[config.mk]
export PLATFORM = sky130hd
export DESIGN_NAME = pkfwrl_ram
export DESIGN_NICKNAME = d
export VERILOG_FILES = /design/src/design/pkfwrl_ram.sv
export SDC_FILE = /design/constraint.sdc
export NUM_CORES = 1
export LEC_CHECK = 0
export BUFFER_PORTS_ARGS = -buffer_cell sky130_fd_sc_hd__clkbuf_2
export CAP_MARGIN = 20
export CORE_MARGIN = 2
export CORE_UTILIZATION = 50
export DETAILED_ROUTE_END_ITERATION = 10
export PLACE_DENSITY = 0.73
export RECOVER_POWER = 50
export SYNTH_ARGS = -nofsm -noshare
export SYNTH_HDL_FRONTEND = slang
export SYNTH_SLANG_ARGS = --single-unit
export TNS_END_PERCENT = 1
[constraint.sdc]
create_clock -name clk -period 2.2 [get_ports clk]
set_input_delay 0.22 -clock clk [delete_from_list [all_inputs] [get_ports clk]]
set_output_delay 0.22 -clock clk [all_outputs]
set_load 0.005 [all_outputs]
[src/design/pkfwrl_ram.sv]
module pkfwrl_ram #(
	parameter int unsigned WIDTH = 8,
	parameter int unsigned DEPTH = 64
) (
	input  logic                                            clk,
	input  logic                                            we,
	input  logic [((DEPTH > 1) ? $clog2(DEPTH) : 1)-1:0]    waddr,
	input  logic [WIDTH-1:0]                                wdata,
	input  logic [((DEPTH > 1) ? $clog2(DEPTH) : 1)-1:0]    raddr,
	output logic [WIDTH-1:0]                                rdata
);

	logic [WIDTH-1:0] mem [DEPTH];

	// write port and registered read port
	always_ff @(posedge clk) begin
		if (we) begin
			mem[waddr] <= wdata;
		end
		rdata <= mem[raddr];
	end

endmodule

==> reports/results.ini <==
[yosys]
synthTopCellsByArea = edfxtp_1 76%, mux4_2 14%, nor2_1 1.5%
synth_common_cells = 512 x edfxtp_1, 126 x mux4_2, 83 x nor2_1
synth_warnings = 0
async_reset_ff_share_pct = 0
synth.yosys.seq_area_share_pct = 77.0
synth_ff_type = edfxtp_1
avgSynthCellArea_um2 = 21.5
yosys_register_bits = 520
synth_fp_nets = 962
synth.cell_area_mm2 = 0.0202
synth_area_leader_cell = edfxtp_1
synth_edf_count = 512
synth.most_common_cell = edfxtp_1
synth_cell_type_count = 40
syn_inst = 940
yosys.area.top_type_share_pct = 76.2

[detailed_routing]
totalWireLength_um = 44600
via_per_inst = 6.02
drc = 0
wl_per_cell_um = 26.7
drt_iter0_markers = 1313
first_pass_iters = 5
antenna_left = 0
vias = 10040

[timing]
timing.hold.ws_ps = 233
drv_slew = 50
rsz0062_at_grt = false
finalCritPeriodShare_pct = 92.8
finalSetupViolCount = 0
hold_violations = 0
relSlewSlack_pct = -42.7
period_minus_slack_ps = 2040
fin_ws_ps = 157
worst_pin_slew_ps = 2140
finClkSkew_ps = 10.1
fmax_ghz = 0.490

[worst_setup_path]
endpoint_kind = flop
cp-start-kind = flop
crit_chain = mux4_2 -> mux2_2 -> o221a_2 -> nor3_1 -> o32ai_1
cpPeakStageDelay_ps = 470
crit_arrival_ps = 2470
cp_slowest_cell = mux4_2
critical-path-top-delay-family = multiplexers
crit_fanout = 1
worst-path-buf-inv = 0
cp.required_ps = 2630
critPathKind = reg -> reg

[placement]
dp_hpwl_um = 27800
dpl_worst_slack_ps = -357
gp_congestion = 0.818
io_buffer_count = 29

[final_layout]
synthToLayoutAreaGrowth_pct = 16.0
nNetsFinal = 1125
multi_input_area_mm2 = 0.00432
drive_gt1_share_pct = 31.6
seq_area_mm2 = 0.0155
fin_util_pct = 58.9
fill_cells = 2768

[clock_network]
cts_buffer_depth = 3
cts_tree = done
ctsHoldBuffers = 0
clkTransAtPathRegs_ps = 60
post_cts_buffers = 0
cts_inserted_buffers = 50
cts_root_buf = clkbuf_16
numClockSinks = 520
worstSkewPairLatency_ps = 570
cts-htree-levels = 2

[global_routing]
globalRouteOverflowTotal = 0
grt_pass1_wl_um = 67100
grt_start_max_net_pins = 65
grt_pass1_vias = 10348
antenna_found_initial = 2
grt_use_total_pct = 22.1

[die]
initial_utilization_pct = 50.8
io_pins = 30
fp-row-count = 73
die_area_mm2 = 0.0420
die_x_um = 205
core_area_mm2 = 0.0397
die_y_um = 205

[flow_run]
maxCapViolations = 1

[min_path]
min_path_type = in -> reg

[outcome]
outcome = finished with violations
violations = max-capacitance violations, max-slew violations

[pwr]
leakagePower_nw = 7.56
vdd_drop_max_v = 0.000599
cellPowerDensity_mw_per_mm2 = 882

[where the power goes]
part / total (W) / switching [W] / internal (W)
clock network: 0.00854 / 0.00348 / 0.00506
logic: 0.00107 / 0.000634 / 0.000437
registers: 0.0110 / 0.0000339 / 0.0110
[path summary, 6_finish.rpt]
path	start	depth (start not counted)	end	slack (ps)
worst max register to register	mem[21][4]$_DFFE_PP_	5	rdata[4]$_DFF_P_	160
worst min register to register	mem[19][1]$_DFFE_PP_	4	rdata[1]$_DFF_P_	820
worst max-delay path	mem[21][4]$_DFFE_PP_	5	rdata[4]$_DFF_P_	160
worst min-delay path	raddr[5]	2	rdata[3]$_DFF_P_	230
[layout make-up]
cell class,count,area share (%)
diodes,1,0.0107
clock buffers,67,6.02
clock inverters,23,1.01
multi-input cells,369,18.5
flip-flops and latches,520,66.4
well taps,525,2.81
repair buffers,162,5.26
[registers in the layout, summed over array words and instances (netlist names)]
signal / cells
mem: 512
rdata: 8
[kinds of logic after synthesis]
logic type	Yosys count	synth area share, %
buf+inv	51	1.57
compound gates	54	2.07
simple gates	153	3.39
mux	162	15.9
flops	520	77.0
[cells in the final DEF, fill, tap and decap left out, types with 4 or more instances in the layout]
cell type / Yosys / final
edfxtp_1: 512 / 512
clkinv_2: 0 / 8
nand3_1: 13 / 13
nor2b_1: 14 / 14
o22ai_1: 8 / 8
buf_12: 2 / 10
dfxtp_1: 8 / 8
clkbuf_8: 0 / 4
mux2_2: 13 / 13
nor2_1: 83 / 83
mux2i_1: 23 / 23
bufinv_16: 0 / 5
o221ai_1: 8 / 8
nand2b_1: 7 / 7
a211oi_1: 4 / 4
clkbuf_16: 0 / 53
clkinv_1: 0 / 8
a221oi_1: 6 / 6
mux4_2: 126 / 126
buf_4: 13 / 112
nand2_1: 19 / 19
nor3_1: 7 / 7
clkbuf_2: 0 / 24
clkbuf_1: 17 / 26
[routing by layer]
| metal | vias up | global-route usage [%] | wire [um] |
|---|---|---|---|
| met1 | 5258 | 30.6 | 17500 |
| met4 | 0 | 7.63 | 1500 |
| met2 | 443 | 36.0 | 22200 |
| li1 | 4249 | - | - |
| met3 | 90 | 3.66 | 3390 |
| met5 | - | 0 | 0 |
[what timing repair did]
action	4_1_cts	5_1_grt
gates resized for setup	1	1
pin swaps	0	0
endpoints found under the setup margin	1	1
[per-stage QoR]
| stage | total power [W] | area [um^2] | setup TNS, ps | cells |
|---|---|---|---|---|
| after floorplan | 0.0118 | 20200 | 0 | 940 |
| after global placement | 0.0123 | 21800 | -938 | 1576 |
| after detailed placement | 0.0123 | 21800 | -1050 | 1576 |
| after CTS | 0.0207 | 23400 | 0 | 1666 |
| after global routing | 0.0212 | 23400 | 0 | 1667 |
| final | 0.0206 | 23400 | 0 | 1667 |
Power figures use the tool's default switching activity.
