[config.mk]
export PLATFORM = sky130hd
export DESIGN_NAME = pkfwrl_rem
export DESIGN_NICKNAME = d
export VERILOG_FILES = /design/src/design/pkfwrl_pkg.sv /design/src/design/pkfwrl_rem.sv
export SDC_FILE = /design/constraint.sdc
export NUM_CORES = 1
export LEC_CHECK = 0
export ABC_CLOCK_PERIOD_IN_PS = 4100
export BUFFER_PORTS_ARGS = -buffer_cell sky130_fd_sc_hd__buf_4
export CAP_MARGIN = 20
export CORE_ASPECT_RATIO = 0.9
export CORE_MARGIN = 8
export CORE_UTILIZATION = 60
export CTS_BUF_LIST = sky130_fd_sc_hd__clkbuf_8
export DETAILED_ROUTE_END_ITERATION = 12
export PLACE_DENSITY = 0.84
export SYNTH_ARGS = -nofsm -noshare
export SYNTH_HDL_FRONTEND = slang
export SYNTH_SLANG_ARGS = --single-unit
[constraint.sdc]
create_clock -name clk -period 4.1 [get_ports clk]
set_input_delay 0.615 -clock clk [delete_from_list [all_inputs] [get_ports clk]]
set_output_delay 0.615 -clock clk [all_outputs]
set_load 0.01 [all_outputs]
[src/design/pkfwrl_pkg.sv]
package pkfwrl_pkg;

	localparam int unsigned DEF_TOPICS    = 64;
	localparam int unsigned DEF_TIME_BITS = 48;
	localparam int unsigned CFG_IDX_W     = 2;
	localparam int unsigned CFG_DATA_W    = 32;
	localparam int unsigned CNT_W         = 32;
	localparam int unsigned WIN_W         = 32;
	localparam logic [31:0] RST_INTERVAL  = 32'd1000;

	// configuration register indexes
	typedef enum logic [CFG_IDX_W-1:0] {
		REG_ENABLE    = 2'd0,
		REG_HAS_LIMIT = 2'd1,
		REG_MAX_COUNT = 2'd2,
		REG_INTERVAL  = 2'd3
	} cfg_reg_t;

	// item kinds
	localparam logic KIND_MSG  = 1'b0;
	localparam logic KIND_LOAD = 1'b1;

	typedef enum logic [2:0] {
		ST_IDLE,
		ST_READ,
		ST_EVAL,
		ST_DIV,
		ST_WRITE,
		ST_OUT
	} state_t;

	// request and status between the top level and the remainder unit
	typedef struct packed {
		logic start;
	} div_ctl_t;

	typedef struct packed {
		logic done;
	} div_sts_t;

endpackage

[src/design/pkfwrl_rem.sv]
module pkfwrl_rem #(
	parameter int unsigned NUM_W = 48,
	parameter int unsigned DEN_W = 32
) (
	input  logic                    clk,
	input  logic                    arst_n,
	input  pkfwrl_pkg::div_ctl_t    ctl,
	input  logic [NUM_W-1:0]        num,
	input  logic [DEN_W-1:0]        den,
	output pkfwrl_pkg::div_sts_t    sts,
	output logic [DEN_W-1:0]        rem
);
	import pkfwrl_pkg::*;

	localparam int unsigned CNT_BITS = $clog2(NUM_W + 1);

	logic [CNT_BITS-1:0] cnt_q;
	logic                busy_q;
	logic                done_q;
	logic [NUM_W-1:0]    num_q;
	logic [DEN_W:0]      rem_q;
	logic [DEN_W-1:0]    den_q;
	logic [DEN_W:0]      trial;
	logic [DEN_W:0]      diff;

	// one restoring step per cycle, numerator bit shifted in from the top
	always_comb begin
		trial = {rem_q[DEN_W-1:0], num_q[NUM_W-1]};
		diff  = trial - {1'b0, den_q};
	end

	always_ff @(posedge clk or negedge arst_n) begin
		if (!arst_n) begin
			busy_q <= 1'b0;
			done_q <= 1'b0;
			cnt_q  <= '0;
		end else begin
			done_q <= 1'b0;
			if (ctl.start) begin
				busy_q <= 1'b1;
				cnt_q  <= CNT_BITS'(NUM_W);
			end else if (busy_q) begin
				cnt_q <= cnt_q - CNT_BITS'(1);
				if (cnt_q == CNT_BITS'(1)) begin
					busy_q <= 1'b0;
					done_q <= 1'b1;
				end
			end
		end
	end

	always_ff @(posedge clk) begin
		if (ctl.start) begin
			num_q <= num;
			den_q <= den;
			rem_q <= '0;
		end else if (busy_q) begin
			num_q <= {num_q[NUM_W-2:0], 1'b0};
			rem_q <= diff[DEN_W] ? trial : diff;
		end
	end

	assign rem      = rem_q[DEN_W-1:0];
	assign sts.done = done_q;

endmodule

==> metrics.txt, run 1 <==
Die Ht=roughly 120 µm; Worst Setup Start Kind=flop; Critical Path Start=den_q[29]; DRT Pass-1 Iters=5; Syn Area/Cell=~11 µm²; Post-synth EDFFs=80; area share of the largest cell type after synthesis=about a third; DRC viols=0; peak per-stage delay on the critical path=~0.57 ns; mux cell area share after synthesis=under 10%; sequential share of the synthesized area=between 40% and 50%; TritonCTS clock tree=done; crit end category=flop; ys async rst share=under 10%; layout cell share with drive strength beyond 1=31.8%; area grow syn2layout=19.7%; per-cell routed wire length=18.7 µm; first-pass GRT wire length=roughly 29000 µm; First DRT Iteration DRCs=between 600 and 700; CTS Buf Count=17; r2r startpoint=den_q[29]; CP bufs+invs=2; CP most frequent cell=inv_1; Starting Density=roughly three fifths; grt ovf=0; Synth Area in Simple Gates=12.6%; Top FF cell, synth=edfxtp_1; Mapped Area=7070 µm²; WL final=about 18000 µm; switching portion of total power=25.7%; Comb power frac=a little over an eighth; Routed Antenna Nets=0; Antenna Cells=0; Fin Setup TNS=0 ns; LEAKAGE=3.56 nW; Slew HR=between 20 and 30%; Resized Gates After CTS=0; CTS Sinks=120; share of power burned in registers=49.3%; Fillers=840; hold path start=den[0]; internal power=0.00215 W; Synth area leader=edfxtp_1; # IOs=roughly 120; vias in the first global route=about 5900; XOR/XNOR share of the synthesized area=approximately 3.3%; Critical-path top delay cell=o31a_2; clk_lat worst skew=about 0.47 ns; estimated wirelength of the detail-placed design=12600 µm; Final min period=between 3 and 4 ns; Post-Synth Adder-Cell Area=6.30%; cts hold-fix bufs=1; Placer Congestion=0.974; Yosys warnings=0; post-synth cell types=79; Final Util=between 70% and 80%; CORE AREA=between 10000 and 15000 µm²; Total GRT Usage=23.2%; Hold Vio Cnt, Final=0; vias=around 5700; floorplan row count=37; endpoints failing setup=0; Post-CTS Setup Inserts=0; initial antenna violation count=0; Nets=888; Req. time, crit path=~4.5 ns; Yosys reg bits=120; most frequent cell after synthesis=edfxtp_1; Clock Skews=~0.014 ns; run status=finished, final reports clean; Max Clk Rate=0.285 GHz; Die Width=130 µm; max cap viols=0; arrival time at the worst endpoint=3.86 ns; Mapped Cells=661; Psw=about 0.00074 W; Commonest cells post-synth=edfxtp_1 (80), mux2_2 (48), nor2_1 (47); CP delay by family, top=compound AO/OA/AOI/OAI gates; crit-path cells=inv_1 > ha_1 > and4_1 > inv_1 > o21ai_2 > mux2i_1 > o31a_2 > nand2_1 > a311o_1; largest family of logic cells by synthesized area=compound AO/OA/AOI/OAI gates; port bufs=between 100 and 150; Vias/cell=just over 6; Slew Viols, Final=0; die area=approximately 16000 µm²; clock share of power=between 30% and 40%; Worst Hold Class=primary input to flop; maximum vdd drop=about 0.33 mV; Tightest Pin Transition=1.05 ns; synthesized net count=a little under 800; clock root cell=clkbuf_8; Compound-Gate Fraction of Synth Area=19.2%; Setup Crit Path Kind=flop to flop; Final Power=~0.0029 W; largest cells by area after synthesis=edfxtp_1 (34%), dfxtp_1 (9.1%), mux2_2 (7.6%); H-Tree Depth=4; largest net degree at the start of global routing=between 50 and 60; P per Cell Area=342 nW/µm²; RSZ-0062 raised after global routing=no; fin crit share=between 80% and 90%; CP max FO=25; clk slew on worst S/H paths=approximately 0.08 ns; buffer depth of the longest clock path=2
[layout by cell type, fill, tap and decap left out, drive strengths merged, types with 10 or more instances in the layout]
cell type and count:
buf 124, edfxtp 80, mux2 48, nor2 47
nand2 42, inv 42, a21oi 38, o21ai 37
ha 34, dfxtp 32, nand3 26, clkbuf 19
a311oi 17, xnor2 16, a21o 15, o211ai 13
xor2 11, nand4 11, nor3 10
[sequential cells by signal, summed over array words and instances (netlist names)]
name,cells
busy_q,1
den_q,32
sts,1
rem_q,32
cnt_q,6
num_q,48
[routing by layer]
layer / GRT usage [%] / share of wire, % / vias up / routed length, µm
met5: 0 / 0 / - / 0
met4: 8.39 / 2.3 / 0 / 398
met3: 8.88 / 9.4 / 54 / 1650
met2: 36.7 / 47 / 282 / 8300
met1: 28.2 / 41 / 2716 / 7240
li1: - / - / 2691 / -
[cell type report]
| cell class | instances | area [µm²] | share of cell area [%] |
|---|---|---|---|
| tap | 156 | 195 | 2.31 |
| multi-input combinational | 464 | 3510 | 41.5 |
| timing repair buffer | 125 | 941 | 11.1 |
| inverter | 42 | 158 | 1.86 |
| clock inverter | 13 | 148 | 1.75 |
| clock buffer | 19 | 262 | 3.09 |
| sequential | 120 | 3240 | 38.3 |
[path summary, 6_finish.rpt]
path / endpoint / depth (start not counted) / slack [ns]
max: rem_q[29] / 9 / 0.59
min: den_q[0] / 1 / 0.32
max reg2reg: rem_q[29] / 9 / 0.59
min reg2reg: rem_q[9] / 2 / 0.53
max in group asynchronous: busy_q / 2 / 3.45
min in group asynchronous: cnt_q[0] / 2 / 0.51
[power groups by stage]
stage,clock network [W],logic (W),registers (W)
CTS,0.00111,0.000375,0.00143
global placement,0,0.000353,0.00145
detailed placement,0,0.000369,0.00145
finish,0.00109,0.000378,0.00143
floorplan,0,0.000245,0.00144
global route,0.00116,0.000414,0.00144
[cells by family (layout without fill, tap and decap cells)]
kind of cell	count (synthesis)	count (layout)
buffers and inverters	77	199
xor gates and xnor gates	27	27
AOI/OAI and AO/OA	172	172
muxes	51	51
adders and majority gates	35	35
and+or+nand+nor	179	179
DFF	120	120
[through the flow]
step | std cells | hold slack, ns | setup WS (ns) | area (µm²)
3_5_place_dp | 906 | 0.440 | 0.676 | 8040
4_1_cts | 939 | 0.288 | 0.661 | 8460
2_1_floorplan | 661 | 0.319 | 1.51 | 7070
5_1_grt | 939 | 0.286 | 0.471 | 8460
3_3_place_gp | 906 | 0.436 | 0.878 | 8040
6_report | 939 | 0.317 | 0.588 | 8460
Note: power is estimated with default switching activity, not from simulation.
==> inputs of run 2 (changes only) <==
--- a/config.mk
+++ b/config.mk
@@ -5,6 +5,7 @@
 export SDC_FILE = /design/constraint.sdc
 export NUM_CORES = 1
 export LEC_CHECK = 0
+export ABC_AREA = 1
 export ABC_CLOCK_PERIOD_IN_PS = 4100
 export BUFFER_PORTS_ARGS = -buffer_cell sky130_fd_sc_hd__buf_4
 export CAP_MARGIN = 20
==> run 2 against run 1 <==
Against the previous run: routed wire length is 8.4% higher; first-iteration DRC count is 4.5% lower; sequential share of layout area is 2.2 points lower; maximum frequency is 29% higher; via count is 21% higher; design area is 6.0% higher; final cell count is 47% higher; register-to-register slack better by 0.78 ns; global-route usage is 0.94 points higher; critical path type unchanged.
==> metrics.txt, run 2 <==
DRC viols=0 (unchanged); switching portion of total power=26.6% (+0.92 points); share of power burned in registers=49.3% (about the same); CORE AREA=12500 µm² (+9.2%); Comb power frac=13.4% (+0.4 points); clk slew on worst S/H paths=0.08 ns (about the same); Nets=1323 (+49%); H-Tree Depth=4 (unchanged); area share of the largest cell type after synthesis=31.6% (-2.4 points); clock share of power=37.3% (-0.4 points); maximum vdd drop=0.257 mV (-23%); vias in the first global route=6903 (+18%); Final min period=2.73 ns (-0.784 ns); Placer Congestion=0.958 (-1.6%); Syn Area/Cell=6.98 µm² (-35%); DRT Pass-1 Iters=5 (unchanged); Psw=0.000761 W (+2.4%); post-synth cell types=37 (-53%); Max Clk Rate=0.367 GHz (+29%); first-pass GRT wire length=31900 µm (+12%); Slew Viols, Final=0 (unchanged); layout cell share with drive strength beyond 1=14.4% (-17 points); Slew HR=47.9% (+18 points); CTS Buf Count=17 (unchanged); Hold Path Depth=1 (unchanged); # IOs=116 (unchanged); internal power=0.00210 W (-2.3%); per-cell routed wire length=13.8 µm (-26%); Die Width=135 µm (+3.2%); max FFs per register=48 (unchanged); CTS Sinks=120 (unchanged); fin crit share=66.5% (-19 points); First DRT Iteration DRCs=591 (-4.5%); Req. time, crit path=4.44 ns (about the same); P per Cell Area=320 nW/µm² (-6.7%); Mapped Area=7590 µm² (+7.5%); Mapped Cells=1088 (+65%); Die Ht=123 µm (+3.2%); fin worst setup slack=1.37 ns (+0.784 ns); Fin Setup TNS=0 ns (unchanged); endpoints failing setup=0 (unchanged); sequential share of the synthesized area=42.7% (-3.2 points); ys async rst share=6.67% (unchanged); largest cells by area after synthesis=edfxtp_1 (32%), nand2_1 (25%), inv_1 (9.9%); Total GRT Usage=24.1% (+0.94 points); Min Hold Slack=0.329 ns (+0.0114 ns); Hold Vio Cnt, Final=0 (unchanged); max cap viols=0 (unchanged); clock root cell=clkbuf_8; Largest regs=num_q: 48 flops, den_q: 32 flops, rem_q: 32 flops; initial antenna violation count=0 (unchanged); most common cell after layout, fill and taps aside=nand2_1; Setup WS pre-CTS=1.45 ns (+0.777 ns); Starting Density=60.6% (-1.0 points); buffer depth of the longest clock path=2 (unchanged); clk_lat worst skew=0.46 ns (about the same); Clock Skews=0.0135 ns (-0.000264 ns); LEAKAGE=5.01 nW (+41%); TritonCTS clock tree=done; floorplan row count=39 (+5.4%); Routed Antenna Nets=0 (unchanged); arrival time at the worst endpoint=3.07 ns (-0.79 ns); register area=3240 µm² (unchanged); crit end category=flop; die area=16500 µm² (+6.5%); Tightest Pin Transition=0.780 ns (-0.272 ns); Commonest cells post-synth=nand2_1 (502), inv_1 (200), edfxtp_1 (80); WL final=19100 µm (+8.4%); port bufs=115 (unchanged); Yosys reg bits=120 (unchanged); grt ovf=0 (unchanged); commonest non-fill, non-tap cells in the layout=nand2_1 (502), inv_1 (201), buf_4 (119), edfxtp_1 (80), nand3_1 (61); Fillers=1061 (+26%); Final Util=71.5% (-2.2 points); largest net degree at the start of global routing=58 (+3.6%); Top FF cell, synth=edfxtp_1; RSZ-0062 raised after global routing=no; Vias/cell=5.05 (-18%); Antenna Cells=0 (unchanged); Synth area leader=edfxtp_1; Setup Crit Path Kind=flop to flop; Yosys warnings=0 (unchanged); Worst Setup Start Kind=flop; vias=6973 (+21%); FF-to-FF path depth=17 (+8); CP max FO=32 (+28%); run status=finished, final reports clean; most frequent cell after synthesis=nand2_1; synthesized net count=1206 (+55%); area grow syn2layout=18.1%; estimated wirelength of the detail-placed design=14100 µm (+12%); area of the multi-input gates=3450 µm² (-1.7%); Worst Hold Class=primary input to flop; Largest Register=num_q; Post-synth EDFFs=80 (unchanged)
run 2: changes by cell type after synthesis, sizes merged, moves of 8 or more:
cell,previous run,this run
a21o,15,2
inv,42,203
a211oi,8,0
nand2b,8,0
xor2,11,2
o211ai,13,0
clkbuf,19,11
a21oi,38,23
a311oi,17,0
nand3,26,62
nand2,42,515
o21ai,37,10
mux2,48,0
run 2: path summary, 6_finish.rpt:
| kind | start | endpoint | slack [ns] |
|---|---|---|---|
| worst max-delay path | num_q[47] | rem_q[18] | 1.37 |
| worst min-delay path | den[12] | den_q[12] | 0.33 |
| worst max register to register | num_q[47] | rem_q[18] | 1.37 |
| worst min register to register | cnt_q[3] | cnt_q[3] | 0.49 |
| max in group asynchronous | arst_n | cnt_q[5] | 3.45 |
| min in group asynchronous | arst_n | cnt_q[0] | 0.51 |
run 2: what timing repair did:
item	4_1_cts	5_1_grt
hold endpoints to repair	8	0
hold buffers	1	0
setup buffers	0	0
setup endpoints to repair	0	0
resized for setup	0	0
run 2: metal layers:
layer / vias to the layer above / share of wire [%] / global-route usage (%)
met1: 3145 / 45 / 30.4
li1: 3552 / - / -
met4: 0 / 1.7 / 8.97
met5: - / 0 / 0
met2: 245 / 46 / 39.0
met3: 31 / 7.4 / 6.59
run 2: layout make-up:
type | instances | area share [%]
well taps | 164 | 2.29
repair buffers | 120 | 10.1
clock buffers | 19 | 2.92
clock inverters | 13 | 1.47
inverters | 204 | 8.54
flip-flops and latches | 120 | 36.2
multi-input cells | 742 | 38.5
run 2: logic make-up after synthesis:
| logic type | count (synthesis) | synth area share, % |
|---|---|---|
| flops | 120 | 42.7 |
| compound gates | 39 | 2.75 |
| xor+xnor | 15 | 1.73 |
| simple gates | 653 | 35.1 |
| buf+inv | 226 | 11.9 |
| fa+ha+maj | 35 | 5.87 |
run 2: metrics by stage:
stage               total power (W)  instance area [µm²]  std cells
global placement            0.00180                 8560       1349
detailed placement          0.00182                 8560       1349
global route                0.00298                 8960       1382
CTS                         0.00288                 8960       1382
floorplan                   0.00167                 7590       1088
finish                      0.00287                 8960       1382
run 2: critical path: stages (launching register included):
cell,delay [ns]
edfxtp_1,0.34
inv_1,0.06
ha_1,0.23
fa_1,0.41
inv_1,0.11
nand2_1,0.06
nand2_1,0.13
nand3_1,0.08
nand2_1,0.15
nand2_1,0.09
nand2_2,0.09
nand2_2,0.08
nand2_2,0.10
nand2_2,0.08
nand2_4,0.31
nand2_1,0.10
nand3_1,0.11
nand2_1,0.06
run 2: power by group through the flow:
stage          Sequential [W]  Combinational [W]  Clock [W]
6_report              0.00141           0.000384    0.00107
4_1_cts               0.00141           0.000384    0.00108
3_3_place_gp          0.00143           0.000370          0
5_1_grt               0.00142           0.000434    0.00113
3_5_place_dp          0.00144           0.000380          0
2_1_floorplan         0.00143           0.000239          0
